<file path="src/rtl/modexp_pkg.sv">
// shared types, widths and control program for the modular exponentiation block
// used by modexp_reduce and modular_exponentiation; no dependencies
`default_nettype none

package modexp_pkg;

    localparam int MOD_W      = 31;
    localparam int EXP_W      = 32;
    localparam int BASE_W     = 31;
    localparam int DIV_W      = 2 * MOD_W + 2;
    localparam int RED_DIGIT  = 4;
    localparam int RED_STEPS  = DIV_W / RED_DIGIT;
    localparam int RED_CNT_W  = $clog2(RED_STEPS);
    localparam int EXP_CNT_W  = $clog2(EXP_W);
    localparam int IN_DATA_W  = 96;
    localparam int OUT_DATA_W = 32;
    localparam int PC_W       = 5;

    typedef enum logic [3:0] {
        OP_NONE,
        OP_LOAD,
        OP_RED_B,
        OP_SET_B,
        OP_MUL_SQ,
        OP_MUL_B,
        OP_RED_P,
        OP_SET_R,
        OP_NEXT,
        OP_OUT_R,
        OP_OUT_BAD,
        OP_OUT_ONE
    } op_t;

    typedef enum logic [3:0] {
        C_ALWAYS,
        C_NEVER,
        C_NO_IN,
        C_M_ZERO,
        C_E_ZERO,
        C_RED_BUSY,
        C_EBIT_CLR,
        C_CNT_NZ,
        C_OUT_FULL
    } cond_t;

    typedef struct packed {
        op_t              op;
        cond_t            cond;
        logic [PC_W-1:0]  target;
    } ctrl_word_t;

    typedef struct packed {
        logic              start;
        logic [DIV_W-1:0]  dividend;
        logic [MOD_W-1:0]  modulus;
    } red_req_t;

    typedef struct packed {
        logic              busy;
        logic [MOD_W-1:0]  rem;
    } red_stat_t;

    localparam logic [PC_W-1:0] PC_WAIT_IN = PC_W'(0);
    localparam logic [PC_W-1:0] PC_WAIT_B  = PC_W'(4);
    localparam logic [PC_W-1:0] PC_SQ      = PC_W'(6);
    localparam logic [PC_W-1:0] PC_WAIT_S  = PC_W'(8);
    localparam logic [PC_W-1:0] PC_WAIT_M  = PC_W'(12);
    localparam logic [PC_W-1:0] PC_NEXT    = PC_W'(14);
    localparam logic [PC_W-1:0] PC_OUT_W   = PC_W'(15);
    localparam logic [PC_W-1:0] PC_BAD_W   = PC_W'(17);
    localparam logic [PC_W-1:0] PC_ONE_W   = PC_W'(19);

    // control program: jump to target when cond holds, else fall through
    function automatic ctrl_word_t ucode_rom(input logic [PC_W-1:0] pc);
        ctrl_word_t w;
        w = '{op: OP_NONE, cond: C_ALWAYS, target: PC_WAIT_IN};
        case (pc)
            5'd0:    w = '{op: OP_LOAD,    cond: C_NO_IN,    target: PC_WAIT_IN};
            5'd1:    w = '{op: OP_NONE,    cond: C_M_ZERO,   target: PC_BAD_W};
            5'd2:    w = '{op: OP_NONE,    cond: C_E_ZERO,   target: PC_ONE_W};
            5'd3:    w = '{op: OP_RED_B,   cond: C_NEVER,    target: PC_WAIT_IN};
            5'd4:    w = '{op: OP_NONE,    cond: C_RED_BUSY, target: PC_WAIT_B};
            5'd5:    w = '{op: OP_SET_B,   cond: C_NEVER,    target: PC_WAIT_IN};
            5'd6:    w = '{op: OP_MUL_SQ,  cond: C_NEVER,    target: PC_WAIT_IN};
            5'd7:    w = '{op: OP_RED_P,   cond: C_NEVER,    target: PC_WAIT_IN};
            5'd8:    w = '{op: OP_NONE,    cond: C_RED_BUSY, target: PC_WAIT_S};
            5'd9:    w = '{op: OP_SET_R,   cond: C_EBIT_CLR, target: PC_NEXT};
            5'd10:   w = '{op: OP_MUL_B,   cond: C_NEVER,    target: PC_WAIT_IN};
            5'd11:   w = '{op: OP_RED_P,   cond: C_NEVER,    target: PC_WAIT_IN};
            5'd12:   w = '{op: OP_NONE,    cond: C_RED_BUSY, target: PC_WAIT_M};
            5'd13:   w = '{op: OP_SET_R,   cond: C_NEVER,    target: PC_WAIT_IN};
            5'd14:   w = '{op: OP_NEXT,    cond: C_CNT_NZ,   target: PC_SQ};
            5'd15:   w = '{op: OP_NONE,    cond: C_OUT_FULL, target: PC_OUT_W};
            5'd16:   w = '{op: OP_OUT_R,   cond: C_ALWAYS,   target: PC_WAIT_IN};
            5'd17:   w = '{op: OP_NONE,    cond: C_OUT_FULL, target: PC_BAD_W};
            5'd18:   w = '{op: OP_OUT_BAD, cond: C_ALWAYS,   target: PC_WAIT_IN};
            5'd19:   w = '{op: OP_NONE,    cond: C_OUT_FULL, target: PC_ONE_W};
            5'd20:   w = '{op: OP_OUT_ONE, cond: C_ALWAYS,   target: PC_WAIT_IN};
            default: w = '{op: OP_NONE,    cond: C_ALWAYS,   target: PC_WAIT_IN};
        endcase
        return w;
    endfunction

endpackage

`default_nettype wire

</file>
<file path="src/rtl/modexp_reduce.sv">
// shift-subtract reduction unit: remainder of a 64-bit dividend by the modulus,
// four dividend bits per cycle; depends on modexp_pkg
`default_nettype none

module modexp_reduce (
    input  wire                   clk,
    input  wire                   rst_n,
    input  modexp_pkg::red_req_t  req,
    output modexp_pkg::red_stat_t stat
);
    import modexp_pkg::*;

    logic                 busy_reg, busy_next;
    logic [RED_CNT_W-1:0] cnt_reg, cnt_next;
    logic [DIV_W-1:0]     div_reg, div_next;
    logic [MOD_W-1:0]     rem_reg, rem_next;
    logic [MOD_W-1:0]     mod_reg, mod_next;

    always_comb
    begin
        logic [MOD_W:0]   t;
        logic [MOD_W-1:0] acc;
        busy_next = busy_reg;
        cnt_next  = cnt_reg;
        div_next  = div_reg;
        rem_next  = rem_reg;
        mod_next  = mod_reg;
        acc       = rem_reg;
        for (int i = 0; i < RED_DIGIT; i++)
        begin
            t = {acc, div_reg[DIV_W-1-i]};
            if (t >= {1'b0, mod_reg})
            begin
                t = t - {1'b0, mod_reg};
            end
            acc = t[MOD_W-1:0];
        end
        if (req.start)
        begin
            busy_next = 1'b1;
            cnt_next  = RED_CNT_W'(RED_STEPS - 1);
            div_next  = req.dividend;
            rem_next  = '0;
            mod_next  = req.modulus;
        end
        else if (busy_reg)
        begin
            rem_next = acc;
            div_next = div_reg << RED_DIGIT;
            cnt_next = cnt_reg - 1'b1;
            if (cnt_reg == '0)
            begin
                busy_next = 1'b0;
            end
        end
    end

    always_ff @(posedge clk or negedge rst_n)
    begin
        if (!rst_n)
        begin
            busy_reg <= 1'b0;
            cnt_reg  <= '0;
        end
        else
        begin
            busy_reg <= busy_next;
            cnt_reg  <= cnt_next;
        end
    end

    always_ff @(posedge clk)
    begin
        div_reg <= div_next;
        rem_reg <= rem_next;
        mod_reg <= mod_next;
    end

    assign stat.busy = busy_reg;
    assign stat.rem  = rem_reg;

endmodule

`default_nettype wire

</file>
<file path="config.mk">
export PLATFORM = sky130hd
export DESIGN_NAME = modexp_reduce
export DESIGN_NICKNAME = d
export VERILOG_FILES = /design/src/rtl/modexp_pkg.sv /design/src/rtl/modexp_reduce.sv
export SDC_FILE = /design/constraint.sdc
export NUM_CORES = 1
export LEC_CHECK = 0
export ABC_AREA = 1
export BUFFER_PORTS_ARGS = -buffer_cell sky130_fd_sc_hd__buf_2
export CAP_MARGIN = 20
export CORE_MARGIN = 2
export CORE_UTILIZATION = 40
export CTS_BUF_LIST = sky130_fd_sc_hd__clkbuf_2 sky130_fd_sc_hd__clkbuf_4 sky130_fd_sc_hd__clkbuf_8
export DETAILED_ROUTE_END_ITERATION = 10
export PLACE_DENSITY = 0.56
export REMOVE_ABC_BUFFERS = 1
export SYNTH_ARGS = -nofsm -noshare
export SYNTH_HDL_FRONTEND = slang
export SYNTH_SLANG_ARGS = --single-unit
</file>
<file path="constraint.sdc">
create_clock -name clk -period 24.4 [get_ports clk]
set_input_delay 2.44 -clock clk [delete_from_list [all_inputs] [get_ports clk]]
set_output_delay 2.44 -clock clk [all_outputs]
set_load 0.1 [all_outputs]
</file>
After elaboration in Yosys (flattened, before gate mapping)
Cells that the tools add are included.
{"block": "word_totals", "register_bits": 131, "out_inout_bits": 32, "word_cells": 27, "input_bits": 98}
{"block": "classes", "n_addsub": 5, "reduce_logical": 2, "muxes": 11, "order_cmp": 4}
{"operator": "32-bit by 31-bit greater-or-equal comparator with 1-bit output", "n": 4}
{"operator": "64-bit two-way mux", "n": 2}
{"operator": "31-bit two-way mux", "n": 4}
{"operator": "31-bit subtractor", "n": 4}
{"operator": "4-bit two-way mux", "n": 2}
{"operator": "4-bit logical NOT", "n": 1}
{"operator": "4-bit by 1-bit subtractor with 4-bit output (second input constant)", "n": 1}
{"operator": "1-bit two-way mux", "n": 3}
{"operator": "2-bit nonzero test", "n": 1}

Longest topological paths before layout
Gate-level depths: netlist (run 1).
{"block": "depth", "depth_word": 8, "mapped_depth": 73, "mapped_depth_nobuf": 70}

Least setup slack after synthesis (run 1)
No wires, ideal clock.
{"block": "synth_timing", "path_kind": "register to register", "start": "reg rem_reg[4]", "end": "reg rem_reg[1]", "arrival_time_ps": 8567, "synth_period_minus_slack_ps": 8683, "n_path_buf": 6, "required_time_ps": 24284, "stages_incl_launch_ff": 65, "setup_slack_ps": 15717, "cell_sequence": "dfxtp_1 ha_1 buf_2 a21oi_2 nor2_1 nor2_1 nand2_1 nand2_1 nand3_1 nand2_1 nand2_2 clkbuf_1 buf_2 o21ai_0 inv_1 ha_1 nand2_1 nor2_1 (+29 left out) o21ai_1 nand2_1 nand2_1 nand2_1 nand2_1 nand2_1 nand2_1 nand2_1 nand2_1 nand3_1 nand3_1 nand2_1 nand2_1 a21oi_1 clkbuf_1 nand3_1 nand3_1 nand2_1"}
{"block": "synth_between", "elab_chain_cells": 8, "elab_cells_between_ends": 12}
{"element": "start: declaration", "line": "modexp_reduce.sv:16", "text": "logic [MOD_W-1:0] rem_reg, rem_next;"}
{"element": "start signal: assignment", "line": "modexp_reduce.sv:75", "text": "rem_reg <= rem_next;"}
{"element": "31-bit subtractor or 32-bit by 31-bit greater-or-equal comparator with 1-bit output (tied branches)", "line": "modexp_reduce.sv:34, modexp_reduce.sv:32"}
{"element": "31-bit two-way mux *", "line": "modexp_reduce.sv:32", "text": "if (t >= {1'b0, mod_reg})"}
{"element": "31-bit subtractor or 32-bit by 31-bit greater-or-equal comparator with 1-bit output (tied branches)", "line": "modexp_reduce.sv:34, modexp_reduce.sv:32"}
{"element": "31-bit two-way mux *", "line": "modexp_reduce.sv:32"}
{"element": "32-bit by 31-bit greater-or-equal comparator with 1-bit output or 31-bit subtractor (tied branches)", "line": "modexp_reduce.sv:32, modexp_reduce.sv:34"}
{"element": "31-bit two-way mux *", "line": "modexp_reduce.sv:32"}
{"element": "31-bit subtractor or 32-bit by 31-bit greater-or-equal comparator with 1-bit output (tied branches)", "line": "modexp_reduce.sv:34, modexp_reduce.sv:32"}
{"element": "31-bit two-way mux *", "line": "modexp_reduce.sv:32"}
Mark *: on every way between the ends. The rest lies on a longest branch, timed or not.
A chain may end at the register's enable or synchronous reset.

Worst setup path in the final report (run 1)
{"block": "layout_timing", "start": "reg mod_reg[1]", "end": "reg rem_reg[2]"}
{"block": "layout_between", "elab_chain_cells": 8, "elab_cells_between_ends": 12}
{"element": "start: declaration", "line": "modexp_reduce.sv:17", "text": "logic [MOD_W-1:0] mod_reg, mod_next;"}
{"element": "start signal: assignment", "line": "modexp_reduce.sv:76", "text": "mod_reg <= mod_next;"}
{"element": "31-bit subtractor or 32-bit by 31-bit greater-or-equal comparator with 1-bit output (tied branches)", "line": "modexp_reduce.sv:34, modexp_reduce.sv:32"}
{"element": "31-bit two-way mux", "line": "modexp_reduce.sv:32"}
{"element": "31-bit subtractor or 32-bit by 31-bit greater-or-equal comparator with 1-bit output (tied branches)", "line": "modexp_reduce.sv:34, modexp_reduce.sv:32"}
{"element": "31-bit two-way mux", "line": "modexp_reduce.sv:32"}
{"element": "32-bit by 31-bit greater-or-equal comparator with 1-bit output or 31-bit subtractor (tied branches)", "line": "modexp_reduce.sv:32, modexp_reduce.sv:34"}
{"element": "31-bit two-way mux", "line": "modexp_reduce.sv:32"}
{"element": "31-bit subtractor or 32-bit by 31-bit greater-or-equal comparator with 1-bit output (tied branches)", "line": "modexp_reduce.sv:34, modexp_reduce.sv:32"}
{"element": "31-bit two-way mux *", "line": "modexp_reduce.sv:32"}
Marks and branches as above.

==> results of run 1 <==
-- logic make-up (layout without fill, tap and decap cells) --
| family | count (synthesis) | in the layout | synth area share |
|---|---|---|---|
| xor+xnor | 104 | 104 | 0.0668 |
| mux | 5 | 5 | 0.00367 |
| flops | 131 | 131 | 0.264 |
| simple gates | 1077 | 1077 | 0.324 |
| fa+ha+maj | 129 | 129 | 0.120 |
| other cells | 0 | 1 | 0 |
| buf+inv | 327 | 447 | 0.0941 |
| compound gates | 313 | 313 | 0.127 |
-- cell usage in the layout (no fill, tap or decap), types with 56 or more instances in the layout --
master and n:
edfxtp_1 95, a21oi_1 138, o21ai_0 101, nor2_1 118
buf_2 128, nand3_1 127, ha_1 125, nand2_1 750
xnor2_1 56, inv_1 275
-- worst max-delay path: cells and delay by family (launching register included) --
| family | cells | cell delay (ps) |
|---|---|---|
| AOI/OAI and AO/OA | 12 | 2960 |
| adders and majority gates | 4 | 1600 |
| DFF | 1 | 520 |
| and+or+nand+nor | 38 | 5050 |
| buffers and inverters | 6 | 1260 |
-- layout make-up --
| type | instances | area [um2] |
|---|---|---|
| inverter | 281 | 1050 |
| fill | 3638 | 18500 |
| clock inverter | 14 | 144 |
| antenna | 1 | 2.50 |
| tap | 448 | 561 |
| sequential | 131 | 3600 |
| clock buffer | 17 | 234 |
| multi-input combinational | 1628 | 8770 |
| timing repair buffer | 135 | 693 |
-- Yosys cell counts (25+ instances only) --
cell,instances,area [um2]
edfxtp_1,95,2850
xnor2_1,56,490
xor2_1,48,420
nand3_1,127,636
nand2_1,750,2820
dfxtp_1,31,621
clkbuf_1,25,93.8
o21ai_0,101,505
ha_1,125,1560
nor2_1,120,450
inv_1,276,1040
a21oi_1,139,696
-- per-layer routing --
metal / up-vias / GRT usage
li1: 7011 / -
met1: 6326 / 0.359
met2: 473 / 0.416
met3: 72 / 0.0367
met4: 2 / 0.0904
met5: - / 0
-- path summary, 6_finish.rpt --
| path | start | to | slack (ps) | depth (start not counted) |
|---|---|---|---|---|
| setup / recovery | mod_reg[1] | rem_reg[2] | 12870 | 60 |
| hold / removal | cnt_reg[2] | cnt_reg[2] | 500 | 2 |
| setup reg to reg | mod_reg[1] | rem_reg[2] | 12870 | 60 |
| hold reg to reg | cnt_reg[2] | cnt_reg[2] | 500 | 2 |
| max in group asynchronous | rst_n | cnt_reg[3] | 22490 | 1 |
| min in group asynchronous | rst_n | cnt_reg[0] | 1780 | 1 |
-- through the flow --
stage	setup WS [ps]	cells	area [um2]	hold WS, ps
final	12870	2655	15100	505
after global routing	11730	2654	15100	537
after CTS	12900	2654	15100	506
after detailed placement	12950	2623	14700	488
after global placement	13050	2623	14700	483
after floorplan	13910	2040	13400	459
==> metrics.yaml, run 1 <==
layout:
  layout-drive-gt1-share: 0.0907
  largest_reg_flops: 64
  post-route-util: 0.449
  num-nets-final: 2421
  area_growth_syn_to_layout_pct: 10.4
floorplanning:
  row_count: 67
  initial_utilization: 0.407
  fp.dieArea_um2: 35600
  core_um2: 33500
  die_x_um: 189
  ios: 130
  fp.dieH_um: 189
critical_path:
  worstSetupStartpointType: "flip-flop"
  crit_top_cell: "nand2_1"
  slowest_delay_ps: 660
  worst_path_max_delay_cell: "nand3_2"
  path_class: "reg2reg"
  arrival_ps: 11950
  cp-end-kind: "flip-flop"
  cp_max_fo: 54
  critPathRequiredTime_ps: 24820
global_routing:
  grt_pass1_vias: 13427
  grt_pass1_wl_um: 72300
  grt_max_degree: 65
  overflow: 0
  grt_antenna_before_repair: 2
  grt_usage: 0.260
synthesis:
  synth_seq_cells: 131
  synth_edf_count: 95
  yosys_warnings: 0
  syn_area_um2: 13600
  yosysSeqAreaShare: 0.264
  syn_avg_cell_area_um2: 6.54
  syn_inst: 2086
  async_flop_share: 0.0382
  yosys.cell_types.count: 50
  synth_ff_type: "edfxtp_1"
clock_tree:
  clk_pin_slew_ps: 100
  cts_buffers: 17
  cts_tree: "built"
  clock-sinks: 131
  cts_resized: 0
  cts_setup_buffers: 0
  clock_tree.buffer_depth: 2
  cts_max_level: 4
  ctsHoldBuffers: 0
  clock_latency_ps: 480
  cts_root_buf: "clkbuf_8"
timing:
  slew_viol_final: 0
  tightestPinTransition_ps: 980
  setup_tns_ps: 0
  finalSetupViolCount: 0
  timing.final.crit_share: 0.472
  fmax_mhz: 86.8
  fin_crit_ps: 11530
  finalHoldViolCount: 0
  fin_worst_skew_ps: 23.7
  slew_headroom: 0.346
  rsz0062_at_grt: "false"
routing:
  dr.pass1.iters: 5
  dr.first_iter.drc_count: 859
  dr_wl_met2_um: 20300
  drt-wirelength-per-cell_um: 17.4
  wl_um: 46200
  route.met3.wl_um: 2870
  vias: 13884
  drc: 0
  avgViaCountPerCell: 5.23
  top_layer: "met5"
  antenna_left: 0
  wl_met1_um: 21500
place:
  dp.final_hpwl_um: 38100
  io_buffers: 129
  place_congestion: 0.989
job:
  cap_violations: 0
outcome:
  run_status: "finished clean"
hold_path:
  hold_path_class: "reg2reg"
Power of run 1 is not shown: default switching activity piles up to over one toggle a cycle in this logic, so the estimate is an artifact.
==> inputs of run 2 (changes only) <==
Clock period 24.4 ns to 10.8 ns, I/O delays scaled along.
==> run 2 against run 1 <==
- non-clock buffer count up 72
- critical endpoint is now rem_reg[0]
- largest cell class unchanged
- core utilization up 2.1 points
- via count grew 2.7%
- sequential share of layout area shrank 1.0 points
- critical path depth fell by 1
- worst hold slack worse by 100 ps
==> metrics.yaml, run 2 (synthesis gave the netlist of run 1 again) <==
timing:
  rsz0062_at_grt: "false"
  timing.final.crit_share: 0.922
  fmax_mhz: 100
  setup_tns_ps: 0
  finalSetupViolCount: 0
  finalHoldViolCount: 0
  fin_crit_ps: 9960
  slew_viol_final: 0
  fin_worst_skew_ps: 24.6
  tightestPinTransition_ps: 996
  slew_headroom: 0.335
clock_tree:
  cts_max_level: 4
  clk_pin_slew_ps: 100
  cts_tree: "built"
  clock_latency_ps: 480
  clock-sinks: 131
  ctsHoldBuffers: 0
  clock_tree.buffer_depth: 2
  cts_buffers: 17
  cts_root_buf: "clkbuf_8"
floorplanning:
  die_x_um: 189
  fp.dieH_um: 189
  core_um2: 33500
  initial_utilization: 0.407
  ios: 130
  row_count: 67
  fp.dieArea_um2: 35600
global_routing:
  grt_max_degree: 65
  grt_usage: 0.289
  overflow: 0
  grt_pass1_vias: 14184
  grt_pass1_wl_um: 78600
  grt_antenna_before_repair: 0
critical_path:
  rr_worst_depth: 59
  slowest_delay_ps: 510
  arrival_ps: 10330
  cp-end-kind: "flip-flop"
  crit_top_cell: "nand2_1"
  path_class: "reg2reg"
  worst_path_max_delay_cell: "edfxtp_1"
  cp_max_fo: 47
  r2r-start: "mod_reg[0]"
  ff2ff_setup_slack_ps: 840
  critPathRequiredTime_ps: 11170
  worstReg2RegEnd: "rem_reg[0]"
  worstSetupStartpointType: "flip-flop"
layout:
  layout-drive-gt1-share: 0.122
  area_growth_syn_to_layout_pct: 15.4
  postLayoutCellArea_um2: 15700
  largest_reg_flops: 64
  layout_commonest_cell: "nand2_1"
  n_antenna_cell: 0
  num-nets-final: 2494
  fillers: 3646
  most-common-layout-cells: "nand2_1, inv_1, a21oi_1"
routing:
  drc: 0
  avgViaCountPerCell: 5.23
  wl_um: 51100
  vias: 14256
  dr.first_iter.drc_count: 984
  drt-wirelength-per-cell_um: 18.7
  dr.pass1.iters: 5
  antenna_left: 0
place:
  dp.final_hpwl_um: 42200
  io_buffers: 129
  postPlaceCellArea_um2: 15200
  place_congestion: 0.980
outcome:
  run_status: "finished clean"
hold_path:
  hold_path_class: "in2async"
job:
  cap_violations: 0
-- run 2: cell type report --
class | count | area (um2) | area share
clock buffer | 18 | 241 | 0.0153
clock inverter | 14 | 159 | 0.0101
inverter | 281 | 1050 | 0.0670
multi-input combinational | 1629 | 8820 | 0.560
sequential | 131 | 3600 | 0.229
tap | 448 | 561 | 0.0356
timing repair buffer | 207 | 1310 | 0.0834
-- run 2: worst max-delay path by stage --
stage / cells past startpoint / to / start
after floorplan: 63 / rem_reg[10] / rem_reg[0]
after global placement: 62 / rem_reg[22] / mod_reg[1]
after detailed placement: 57 / rem_reg[0] / mod_reg[1]
after CTS: 57 / rem_reg[0] / mod_reg[1]
after global routing: 63 / rem_reg[25] / mod_reg[0]
final: 59 / rem_reg[0] / mod_reg[0]
-- run 2: critical path: cells and delay by family (launching register included) --
family	cells	cell delay [ps]
adders and majority gates	5	1690
buffers and inverters	10	1340
DFF	1	510
and+or+nand+nor	32	3640
AOI/OAI and AO/OA	11	2400
xor gates and xnor gates	1	190
-- run 2: what timing repair did --
action	in CTS	in global routing
endpoints found under the setup margin	0	31
buffers inserted	0	5
gates resized for setup	0	9
-- run 2: per-layer routing --
layer	global-route usage	share of wire	wire, um
met1	0.401	0.46	23500
met2	0.469	0.45	23000
met3	0.0324	0.065	3300
met4	0.0892	0.025	1290
met5	0	0	0
-- run 2: through the flow --
stage | hold WS [ps] | utilization | setup slack, ps | cells
after floorplan | 459 | - | 308 | 2040
after global placement | 480 | 0.454 | 705 | 2690
after detailed placement | 486 | 0.454 | 719 | 2690
after CTS | 382 | 0.466 | 654 | 2722
after global routing | 391 | 0.470 | 10.6 | 2728
final | 404 | 0.470 | 845 | 2728
Power of run 2 is left out for the same reason.
